$ cat src/hdl/osdac_pkg.sv
// ----------------------------------------------------------------------------
// osdac_pkg
// Types, constants and fixed-point helpers for the 2x oversampling DAC path.
// ----------------------------------------------------------------------------
package osdac_pkg;

    localparam int VAL_W  = 36;
    localparam int ACC_W  = 64;
    localparam int COEF_W = 25;
    localparam int HALF_W = 18;
    localparam int TAPS   = 8;
    localparam int ORDER  = 4;
    localparam int ERR_W  = 19;
    localparam int Q_W    = 12;
    localparam int FRAC_SHIFT = 20;
    localparam int SUM_SHIFT  = 4;

    typedef logic signed [VAL_W-1:0]  t_val;
    typedef logic signed [ACC_W-1:0]  t_acc;
    typedef logic signed [COEF_W-1:0] t_coef;
    typedef logic signed [ERR_W-1:0]  t_err;
    typedef logic signed [Q_W-1:0]    t_q;

    localparam t_acc V_MAX = 64'sd34359738367;
    localparam t_acc V_MIN = -64'sd34359738368;

    localparam t_coef NS_B0 = 25'sd3022717;
    localparam t_coef NS_B2 = 25'sd1573508;

    localparam t_err ERR_RESET = 19'sd65536;
    localparam t_err ERR_LIM   = 19'sd131072;

    localparam logic [23:0] GAIN_RESET = 24'd1048576;

    typedef enum logic [2:0] {
        ST_IDLE,
        ST_FIR,
        ST_GAIN,
        ST_NSA,
        ST_NSB,
        ST_QUANT,
        ST_EMIT
    } t_state;

    typedef struct packed {
        logic en;
        logic clr;
        logic hi;
    } t_mac_ctl;

    function automatic t_coef fir_coef(input logic [2:0] idx);
        t_coef c;
        case (idx)
            3'd0: c = -25'sd11822;
            3'd1: c = 25'sd40163;
            3'd2: c = -25'sd122289;
            3'd3: c = 25'sd547007;
            3'd4: c = 25'sd66594;
            3'd5: c = 25'sd9253;
            3'd6: c = -25'sd9663;
            default: c = -25'sd985;
        endcase
        return c;
    endfunction

    function automatic t_coef ns_a(input logic [1:0] idx);
        t_coef c;
        case (idx)
            2'd0: c = 25'sd1511359;
            2'd1: c = 25'sd1552850;
            2'd2: c = 25'sd786754;
            default: c = 25'sd189399;
        endcase
        return c;
    endfunction

    function automatic t_val sat36(input t_acc v);
        t_val r;
        if (v > V_MAX) begin
            r = V_MAX[VAL_W-1:0];
        end else if (v < V_MIN) begin
            r = V_MIN[VAL_W-1:0];
        end else begin
            r = v[VAL_W-1:0];
        end
        return r;
    endfunction

    function automatic t_val round_shift(input t_acc v, input int s);
        t_acc sum;
        sum = v + (t_acc'(1) <<< (s - 1));
        return sat36(sum >>> s);
    endfunction

endpackage

$ cat src/hdl/osdac_mac.sv
// ----------------------------------------------------------------------------
// osdac_mac
// Shared multiply-accumulate unit, one half of a 36-bit operand per cycle.
// ----------------------------------------------------------------------------
module osdac_mac (
    input  logic               i_clk,
    input  osdac_pkg::t_mac_ctl i_ctl,
    input  osdac_pkg::t_val    i_operand,
    input  osdac_pkg::t_coef   i_coef,
    output osdac_pkg::t_acc    o_acc
);
    import osdac_pkg::*;

    logic signed [HALF_W:0]          part;
    logic signed [HALF_W+COEF_W:0]   prod;
    t_acc                            term;
    t_acc                            r_acc;
    t_acc                            n_acc;

    always_comb begin
        if (i_ctl.hi) begin
            part = $signed({i_operand[VAL_W-1], i_operand[VAL_W-1:HALF_W]});
        end else begin
            part = $signed({1'b0, i_operand[HALF_W-1:0]});
        end
        prod = part * i_coef;
        if (i_ctl.hi) begin
            term = t_acc'(prod) <<< HALF_W;
        end else begin
            term = t_acc'(prod);
        end
        if (i_ctl.clr) begin
            n_acc = term;
        end else begin
            n_acc = r_acc + term;
        end
    end

    always_ff @(posedge i_clk) begin
        if (i_ctl.en) begin
            r_acc <= n_acc;
        end
    end

    assign o_acc = r_acc;

endmodule

$ cat src/hdl/oversample_2x_noise_shaped_dac.sv
// ----------------------------------------------------------------------------
// oversample_2x_noise_shaped_dac
// 2x FIR interpolator with 4th-order error-feedback 12-bit quantizer.
// ----------------------------------------------------------------------------
// One input transfer yields one output transfer of two offset-binary codes.
// An item passes from input transfer to the output register through the
// single 19x25 multiply-accumulate unit, which handles every product in two
// halves: a FIR sum and a gain scale for each output code, then for each code
// a first and a second shaper pass and a quantizer pass, with a step after
// each sum to take the result, then the emit and an idle state to take the
// next item. The input is stalled while
// an item is in work; a finished result may wait on the output while the
// next item is taken, and the next emit waits until that result is taken.
module oversample_2x_noise_shaped_dac #(
    parameter int SAMPLE_BITS = 24
) (
    input  logic                   i_clk,
    input  logic                   i_rst_n,
    input  logic                   i_gain_we,
    input  logic [23:0]            i_gain_wdata,
    input  logic                   i_valid,
    output logic                   o_stall,
    input  logic [SAMPLE_BITS-1:0] i_sample,
    input  logic [3:0]             i_dither_first,
    input  logic [3:0]             i_dither_second,
    output logic                   o_valid,
    input  logic                   i_stall,
    output logic [11:0]            o_out_first,
    output logic [11:0]            o_out_second
);
    import osdac_pkg::*;

    t_state           r_state, n_state;
    logic [4:0]       r_cnt, n_cnt;
    logic             r_pass, n_pass;
    logic [23:0]      r_gain;
    logic signed [SAMPLE_BITS-1:0] r_dly [TAPS];
    t_val             r_taps [ORDER];
    t_err             r_err;
    t_val             r_x, r_x0, r_x1, r_tm1, r_w;
    logic [3:0]       r_dith0, r_dith1;
    t_q               r_q0, r_q1;
    logic             r_out_valid;
    logic [11:0]      r_out_first, r_out_second;

    t_mac_ctl         mac_ctl;
    t_val             operand;
    t_coef            coef;
    t_acc             acc;
    logic [2:0]       fir_idx;
    logic [2:0]       dly_sel;
    logic [1:0]       ns_idx;
    logic             in_xfer;
    logic             emit_go;

    logic [3:0]           dith;
    logic signed [6:0]    dval;
    logic signed [37:0]   qin;
    logic signed [37:0]   qmag;
    t_q                   q;
    logic signed [37:0]   err_full;
    t_err                 err_clamped;
    t_val                 xsel;

    osdac_mac u_mac (
        .i_clk     (i_clk),
        .i_ctl     (mac_ctl),
        .i_operand (operand),
        .i_coef    (coef),
        .o_acc     (acc)
    );

    assign in_xfer = i_valid && !o_stall;
    assign emit_go = !r_out_valid || !i_stall;
    assign fir_idx = r_cnt[3:1];
    assign dly_sel = r_pass ? fir_idx : ~fir_idx;
    assign ns_idx  = r_cnt[2:1];
    assign xsel    = r_pass ? r_x1 : r_x0;

    always_comb begin
        n_state = r_state;
        n_cnt   = r_cnt + 5'd1;
        n_pass  = r_pass;
        case (r_state)
            ST_IDLE: begin
                n_cnt  = '0;
                n_pass = 1'b0;
                if (i_valid) begin
                    n_state = ST_FIR;
                end
            end
            ST_FIR: begin
                if (r_cnt == 5'd16) begin
                    n_state = ST_GAIN;
                    n_cnt   = '0;
                end
            end
            ST_GAIN: begin
                if (r_cnt == 5'd2) begin
                    n_cnt = '0;
                    if (r_pass) begin
                        n_state = ST_NSA;
                        n_pass  = 1'b0;
                    end else begin
                        n_state = ST_FIR;
                        n_pass  = 1'b1;
                    end
                end
            end
            ST_NSA: begin
                if (r_cnt == 5'd8) begin
                    n_state = ST_NSB;
                    n_cnt   = '0;
                end
            end
            ST_NSB: begin
                if (r_cnt == 5'd4) begin
                    n_state = ST_QUANT;
                    n_cnt   = '0;
                end
            end
            ST_QUANT: begin
                n_cnt = '0;
                if (r_pass) begin
                    n_state = ST_EMIT;
                end else begin
                    n_state = ST_NSA;
                    n_pass  = 1'b1;
                end
            end
            ST_EMIT: begin
                n_cnt = '0;
                if (emit_go) begin
                    n_state = ST_IDLE;
                end
            end
            default: begin
                n_state = ST_IDLE;
            end
        endcase
    end

    always_comb begin
        mac_ctl = '0;
        operand = '0;
        coef    = '0;
        o_stall = (r_state != ST_IDLE);
        case (r_state)
            ST_FIR: begin
                mac_ctl.en  = !r_cnt[4];
                mac_ctl.clr = (r_cnt == 5'd0);
                mac_ctl.hi  = r_cnt[0];
                operand     = VAL_W'(r_dly[dly_sel]);
                coef        = fir_coef(fir_idx);
            end
            ST_GAIN: begin
                mac_ctl.en  = !r_cnt[1];
                mac_ctl.clr = (r_cnt == 5'd0);
                mac_ctl.hi  = r_cnt[0];
                operand     = r_x;
                coef        = $signed({1'b0, r_gain});
            end
            ST_NSA: begin
                mac_ctl.en  = !r_cnt[3];
                mac_ctl.clr = (r_cnt == 5'd0);
                mac_ctl.hi  = r_cnt[0];
                operand     = r_taps[ns_idx];
                coef        = ns_a(ns_idx);
            end
            ST_NSB: begin
                mac_ctl.en  = !r_cnt[2];
                mac_ctl.clr = (r_cnt == 5'd0);
                mac_ctl.hi  = r_cnt[0];
                operand     = r_cnt[1] ? r_taps[1] : r_tm1;
                coef        = r_cnt[1] ? NS_B2 : NS_B0;
            end
            default: begin
                mac_ctl = '0;
            end
        endcase
    end

    always_comb begin
        dith = r_pass ? r_dith1 : r_dith0;
        dval = $signed({2'b00, dith, 1'b0}) - 7'sd15;
        qin  = 38'(r_w) + (38'(dval) <<< 11);
        qmag = -qin;
        if (qin >= (38'sd2047 <<< 16)) begin
            q = 12'sd2047;
        end else if (qin <= -(38'sd2048 <<< 16)) begin
            q = -12'sd2048;
        end else if (!qin[37]) begin
            q = Q_W'((qin + 38'sd32768) >>> 16);
        end else begin
            q = -(Q_W'((qmag + 38'sd32768) >>> 16));
        end
        err_full = (38'(q) <<< 16) - 38'(r_w);
        if (err_full < -38'sd131072) begin
            err_clamped = -ERR_LIM;
        end else if (err_full > 38'sd131072) begin
            err_clamped = ERR_LIM;
        end else begin
            err_clamped = err_full[ERR_W-1:0];
        end
    end

    always_ff @(posedge i_clk) begin
        if (!i_rst_n) begin
            r_state     <= ST_IDLE;
            r_cnt       <= '0;
            r_pass      <= 1'b0;
            r_gain      <= GAIN_RESET;
            r_err       <= ERR_RESET;
            r_out_valid <= 1'b0;
            for (int i = 0; i < TAPS; i++) begin
                r_dly[i] <= '0;
            end
            for (int i = 0; i < ORDER; i++) begin
                r_taps[i] <= '0;
            end
        end else begin
            r_state <= n_state;
            r_cnt   <= n_cnt;
            r_pass  <= n_pass;
            if (i_gain_we) begin
                r_gain <= i_gain_wdata;
            end
            if (in_xfer) begin
                r_dly[0] <= i_sample;
                for (int i = 1; i < TAPS; i++) begin
                    r_dly[i] <= r_dly[i-1];
                end
            end
            if (r_state == ST_NSB && r_cnt == 5'd4) begin
                r_taps[0] <= r_tm1;
                for (int i = 1; i < ORDER; i++) begin
                    r_taps[i] <= r_taps[i-1];
                end
            end
            if (r_state == ST_QUANT) begin
                r_err <= err_clamped;
            end
            if (r_state == ST_EMIT && emit_go) begin
                r_out_valid <= 1'b1;
            end else if (!i_stall) begin
                r_out_valid <= 1'b0;
            end
        end
    end

    always_ff @(posedge i_clk) begin
        if (in_xfer) begin
            r_dith0 <= i_dither_first;
            r_dith1 <= i_dither_second;
        end
        if (r_state == ST_FIR && r_cnt == 5'd16) begin
            r_x <= round_shift(acc, SUM_SHIFT);
        end
        if (r_state == ST_GAIN && r_cnt == 5'd2) begin
            if (r_pass) begin
                r_x1 <= round_shift(acc, FRAC_SHIFT);
            end else begin
                r_x0 <= round_shift(acc, FRAC_SHIFT);
            end
        end
        if (r_state == ST_NSA && r_cnt == 5'd8) begin
            r_tm1 <= sat36(t_acc'(r_err) - t_acc'(round_shift(acc, FRAC_SHIFT)));
        end
        if (r_state == ST_NSB && r_cnt == 5'd4) begin
            r_w <= sat36(t_acc'(xsel) - t_acc'(round_shift(acc, FRAC_SHIFT)));
        end
        if (r_state == ST_QUANT && !r_pass) begin
            r_q0 <= q;
        end
        if (r_state == ST_QUANT && r_pass) begin
            r_q1 <= q;
        end
        if (r_state == ST_EMIT && emit_go) begin
            r_out_first  <= {~r_q0[Q_W-1], r_q0[Q_W-2:0]};
            r_out_second <= {~r_q1[Q_W-1], r_q1[Q_W-2:0]};
        end
    end

    assign o_valid      = r_out_valid;
    assign o_out_first  = r_out_first;
    assign o_out_second = r_out_second;

    a_start: assert property (@(posedge i_clk) disable iff (!i_rst_n)
        in_xfer |=> (r_state == ST_FIR && r_cnt == 5'd0 && !r_pass))
        else $error("item transfer did not start the filter pass");

    a_err_bound: assert property (@(posedge i_clk) disable iff (!i_rst_n)
        (r_err <= ERR_LIM) && (r_err >= -ERR_LIM))
        else $error("shaper error out of clamp range");

    a_out_src: assert property (@(posedge i_clk) disable iff (!i_rst_n)
        $rose(o_valid) |-> ($past(r_state) == ST_EMIT))
        else $error("output valid raised outside emit");

endmodule

$ cat config.mk
export PLATFORM = sky130hd
export DESIGN_NAME = oversample_2x_noise_shaped_dac
export DESIGN_NICKNAME = d
export VERILOG_FILES = /design/src/hdl/osdac_pkg.sv /design/src/hdl/osdac_mac.sv /design/src/hdl/oversample_2x_noise_shaped_dac.sv
export SDC_FILE = /design/constraint.sdc
export NUM_CORES = 2
export LEC_CHECK = 0
export ABC_AREA = 1
export ABC_CLOCK_PERIOD_IN_PS = 15700
export BUFFER_PORTS_ARGS = -buffer_cell sky130_fd_sc_hd__buf_2
export CORE_ASPECT_RATIO = 0.6
export CORE_MARGIN = 2
export CORE_UTILIZATION = 59
export CTS_CLUSTER_SIZE = 40
export DETAILED_ROUTE_END_ITERATION = 16
export PLACE_DENSITY_LB_ADDON = 0.12
export SETUP_SLACK_MARGIN = 0.2
export SLEW_MARGIN = 10
export SYNTH_ARGS = -nofsm -noshare
export SYNTH_HDL_FRONTEND = slang
export SYNTH_SLANG_ARGS = --single-unit
export TNS_END_PERCENT = 50
$ cat constraint.sdc
create_clock -name i_clk -period 15.7 [get_ports i_clk]
set_input_delay 1.57 -clock i_clk [delete_from_list [all_inputs] [get_ports i_clk]]
set_output_delay 1.57 -clock i_clk [all_outputs]
set_load 0.005 [all_outputs]
Yosys cells after proc, flatten, opt, wreduce, memory -nomap -nowiden

Memory sizes are Yosys's and may differ from the RTL's. A register that Yosys moved wholly into a read port is not among the register bits.
Cells that the tools add are included.

Flip-flop bits (word level): 353
Bits in writable memories: 336
Memories kept: 2

Add/subtract/negate cells: 13
$mul: 1
Magnitude comparators: 12
Equality and inequality tests: 25
Mux-type cells: 64
Bitwise gates (word level): 16
Reductions and logical operators: 28

Memories:

| memory | depth | bits a word | read ports | clocked after Yosys merged registers in | wr ports | line                                 | text |
|---|---|---|---|---|---|---|---|
| r_dly  | 8     | 24          | 8          | 0                                       | 8        | oversample_2x_noise_shaped_dac.sv:37 | `logic signed [SAMPLE_BITS-1:0] r_dly [TAPS];` |
| r_taps | 4     | 36          | 4          | 1                                       | 4        | oversample_2x_noise_shaped_dac.sv:38 | `t_val r_taps [ORDER];` |

Operators by type and width:

| cell                   | number |
|---|---|
| $mux 36                | 13 |
| $mux 24                | 8 |
| $pmux 25 s7            | 1 |
| $pmux 36 s4            | 1 |
| $pmux 25 s4            | 1 |
| $gt 37x36->1 const B   | 2 |
| $lt 37x36->1 const B   | 2 |
| $add 64x21->64 const B | 1 |
| $add 64x5->64 const B  | 1 |
| $add 64x62->64         | 1 |
| $mux 64                | 1 |
| $pmux 21 s3            | 1 |
| $mux 61                | 1 |
| $gt 60x36->1 const B   | 1 |
| $lt 60x36->1 const B   | 1 |
| $mux 19                | 3 |
| $add 28x17->28 const B | 2 |
| $gt 44x36->1 const B   | 1 |
| $lt 44x36->1 const B   | 1 |
| $mul 19x25->44         | 1 |
| $add 36x17->37         | 1 |
| $ge 37x28->1 const B   | 1 |
| $gt 37x19->1 const B   | 1 |
| $le 37x28->1 const B   | 1 |
| other kinds (43)       | 111 |

Logic depth before layout (Yosys ltp)

Depth in word-level cells: 13
Mapped depth: 59
Mapped depth without buffers: 55

Modules after synthesis

A second synthesis with hierarchy kept.

Cells, all modules: 8829
Area, all modules: 66461.2 um^2

Modules (own cells, without submodules):

| module                         | times used | cells each | area each (um^2) | sequential area each (um^2) |
|---|---|---|---|---|
| oversample_2x_noise_shaped_dac | 1          | 5036       | 39734.4          | 18237.5 |
| osdac_mac                      | 1          | 3793       | 26726.9          | 1921.8 |

Worst setup path before layout

OpenSTA, ideal clock, no wires.

Kind: input -> register
From: input port i_valid
To: memory r_dly[0][0] (enable)
Library setup time: 1010 ps
Data arrival time: 14983 ps
Setup slack: -293 ps
Stages: 2
Path buffers: 0
Path through: inv_1 o21ai_0

RTL lines:

| element     | line                                 | text |
|---|---|---|
| from (decl) | oversample_2x_noise_shaped_dac.sv:21 | `input logic i_valid,` |
| to (decl)   | oversample_2x_noise_shaped_dac.sv:37 |  |

Worst setup path in the final report

From: register r_cnt[1]
To: register u_mac.r_acc[58], in the netlist u_mac.o_acc[58], data pin

Longest elaborated chain between the ends: 9
Elaborated cells between the ends (all ways): 26

RTL lines:

| element                   | line                                  | text |
|---|---|---|
| from (decl)               | oversample_2x_noise_shaped_dac.sv:34  | `logic [4:0] r_cnt, n_cnt;` |
| from (signal assigned)    | oversample_2x_noise_shaped_dac.sv:223 | `r_cnt <= n_cnt;` |
| $not 3->3                 | oversample_2x_noise_shaped_dac.sv:76  | `assign dly_sel = r_pass ? fir_idx : ~fir_idx;` |
| $mux 3                    | oversample_2x_noise_shaped_dac.sv:76  |  |
| $mem_v2 8x24              | n/a                                   |  |
| $pmux 36 s4               | oversample_2x_noise_shaped_dac.sv:148 | `case (r_state)` |
| $mux 19                   | osdac_mac.sv:21                       | `if (i_ctl.hi) begin` |
| $mul 19x25->44            | osdac_mac.sv:26                       | `prod = part * i_coef;` |
| $mux 61                   | osdac_mac.sv:27                       | `if (i_ctl.hi) begin` |
| $add 64x62->64            | osdac_mac.sv:35                       | `n_acc = r_acc + term;` |
| $mux 64 (*)               | osdac_mac.sv:32                       | `if (i_ctl.clr) begin` |
| named net u_mac.n_acc[58] | osdac_mac.sv:18                       | `t_acc n_acc;` |
| to (signal assigned)      | osdac_mac.sv:41                       | `r_acc <= n_acc;` |
| to (decl)                 | osdac_mac.sv:17                       | `t_acc r_acc;` |

The timed path passes the listed nets; every way through them passes the cells marked *.
A chain may end at the register's enable or synchronous reset.

==> summary.md <==
| Metric | Value |
|---|---|
| Status | `finished clean` |
| Largest family of logic cells by synthesized area | `simple AND/OR/NAND/NOR gates` |
| Vias in the first global route | `51740` |
| DR vias/cell | `5.833` |
| Slew headroom | `0.2477` |
| Unrepaired setup endpoints after global routing | `no` |
| Crit path kind | `flop to flop` |
| Root buffer cell | `clkbuf_16` |
| Most frequent CP cell | `nand2_1` |
| Xor-xnor portion of the synthesized cell area | `0.03775` |
| Top FF cell, synth | `edfxtp_1` |
| Total of max-cap violations | `0` |
| Yosys top cell by area | `edfxtp_1` |
| Synth top area share | `0.3005` |
| Antenna-violating nets left | `0` |
| Simple-Gate Fraction of Synth Area | `0.2181` |
| HPWL after DPL | `165100 um` |
| Final hold violations | `0` |
| Final WL | `207900 um` |
| Slowest stage cell, crit path | `inv_1` |
| Worst Path Required | `16080 ps` |
| Adder-Cell Fraction of Synth Area | `0.2138` |
| Final-stage net count | `8960` |
| Compound-gate portion of the synthesized area | `0.1059` |
| Drt pass-1 iters | `9` |
| Number of synthesized register bits | `689` |
| Routed vias | `55910` |
| Syn-to-layout area delta | `6.819%` |
| Clk sink count | `689` |
| First-pass GRT wire length | `314400 um` |
| Cells after synthesis | `8110` |
| Clock Tree Buf Depth | `3` |
| Arrival @ worst endpoint | `14010 ps` |
| Worst-Margin Slew | `1128 ps` |
| Fin Setup TNS | `0 ps` |
| Peak Freq | `0.07336 GHz` |
| Die Span Y | `258.2 um` |
| CTS Hold Bufs | `0` |
| Initial antenna violation count | `6` |
| Die ar. | `110400 um2` |
| Starting Density | `0.5936` |
| Clk_lat worst skew | `700 ps` |
| Clk pin slew, worst setup/hold paths | `60 ps` |
| Min Tclk post-route | `13630 ps` |
| CTS tree | `yes` |
| Core Footprint | `107100 um2` |
| CTS H-tree lvls | `3` |
| CP startpoint | `r_cnt[1]` |
| Syn_nets | `8971` |
| Yosys cell types | `68` |
| # IOs | `87` |
| Post-CTS Setup Inserts | `0` |
| Max incr delay on CP | `650 ps` |
| Resize count post-CTS | `0` |
| Post-synth EDFFs | `636` |
| Layout cell share with drive strength beyond 1 | `0.05210` |
| Mux cell area share after synthesis | `0.0006301` |
| Grt ovf | `0` |
| Hold Path Class | `flop to flop` |
| Yosys warns | `0` |
| Number of port buffers | `86` |
| Iteration-0 DRC Markers | `7453` |
| Sequential-to-total area share from yosys stat | `0.3172` |
| GPL Wtd Cong | `1.044` |
| Die X | `427.7 um` |
| Commonest cells in the netlist | `nand2_1, inv_1, nor2_1, edfxtp_1, fa_1` |
| Mapped Avg Cell Area | `7.835 um2` |
| Clock skew | `61.58 ps` |
| DRC viols | `0` |
| Site Rows | `93` |
| Period Utilization, post-route | `0.8682` |
| Total GRT Usage | `0.3747` |
| Cell area after placement | `65510 um2` |
| Top cells by area, synth | `edfxtp_1, fa_1, nand2_1` |
| Worst setup SP type | `flop` |
| Top-count cell post-synth | `nand2_1` |
| CP max FO | `38` |
| Cell area after synthesis | `63540 um2` |
| CP Capture Type | `flop` |
| TritonCTS buffer count | `71` |
| Worst R2R Start | `r_cnt[1]` |
| Design Area, Final | `67880 um2` |
| FFs w/ async S/R, synth | `0` |
| Final-report setup violation count | `0` |
| Hold_sp | `r_q1[2]` |
| Largest net degree at the start of global routing | `193` |
| Fin. max-slew vios | `0` |
| Routed length per instance | `21.69 um` |
==> layout make-up <==
class | instances | area (um2)
timing repair buffer | 175 | 1139
clock buffer | 96 | 1993
inverter | 1505 | 5649
antenna | 3 | 7.507
fill | 9470 | 39180
tap | 1425 | 1783
clock inverter | 35 | 360.3
sequential | 689 | 20160
multi-input combinational | 5657 | 36780
==> cells by family (layout without fill, tap and decap cells) <==
| group | after synthesis | in the layout |
|---|---|---|
| multiplexers | 4 | 4 |
| flip-flops | 689 | 689 |
| adder cells (fa/ha/maj) | 800 | 800 |
| buffers and inverters | 1764 | 1811 |
| XOR/XNOR | 273 | 273 |
| other | 0 | 3 |
| AND/OR/NAND/NOR | 3411 | 3411 |
| AO/OA/AOI/OAI | 1169 | 1169 |
==> layer usage <==
metal  vias up  wire (um)  global-route usage  share of wire
met5         -         13                   0       0.000063
met4         2       4925             0.08431          0.024
met3       304      29050              0.1177           0.14
met2      3212      81160              0.4969           0.39
met1     26550      92710              0.5895           0.45
li1      25840          -                   -              -
==> critical path, delay by kind of cell, from the launching register on <==
kind / cells / cell delay, ps
AO/OA/AOI/OAI: 9 / 1970
buffers and inverters: 10 / 2150
XOR/XNOR: 1 / 470
adder cells (fa/ha/maj): 9 / 4360
AND/OR/NAND/NOR: 16 / 3710
flip-flops: 1 / 590
==> final timing paths <==
check	end	slack, ps	depth (start not counted)
setup / recovery	u_mac.o_acc[58]	2070	45
hold reg to reg	o_out_second[2]	420	0
setup reg to reg	u_mac.o_acc[58]	2070	45
hold / removal	o_out_second[2]	420	0
==> through the flow <==
stage	hold WS, ps	cells	setup slack [ps]	util
after global routing	419.2	9583	1400	0.6340
after CTS	417.8	9582	2371	0.6339
final	415.8	9585	2069	0.6341
after floorplan	400.3	8110	4885	-
after global placement	401.8	9451	2722	0.6119
after detailed placement	404.5	9451	2456	0.6119
==> state kept, by name, indices dropped and copies added (netlist names), 19 cells and up <==
name,flops
r_x1,36
r_w,36
r_x,36
r_taps,144
r_err,19
u_mac.o_acc,64
r_x0,36
r_gain,24
r_tm1,36
r_dly,192
==> placed cells by master (no fill, tap or decap), types with 104 or more instances in the layout <==
cell type,netlist,layout
nand2_1,1675,1670
inv_1,1464,1461
nor2_1,1180,1173
edfxtp_1,636,636
fa_1,476,476
o21ai_0,440,439
a21oi_1,401,400
ha_1,324,324
nand3_1,260,260
xor2_1,167,166
nor3_1,109,106
xnor2_1,105,104
Power is not shown: default switching activity piles up to over one toggle a cycle in this logic, so the estimate is an artifact.
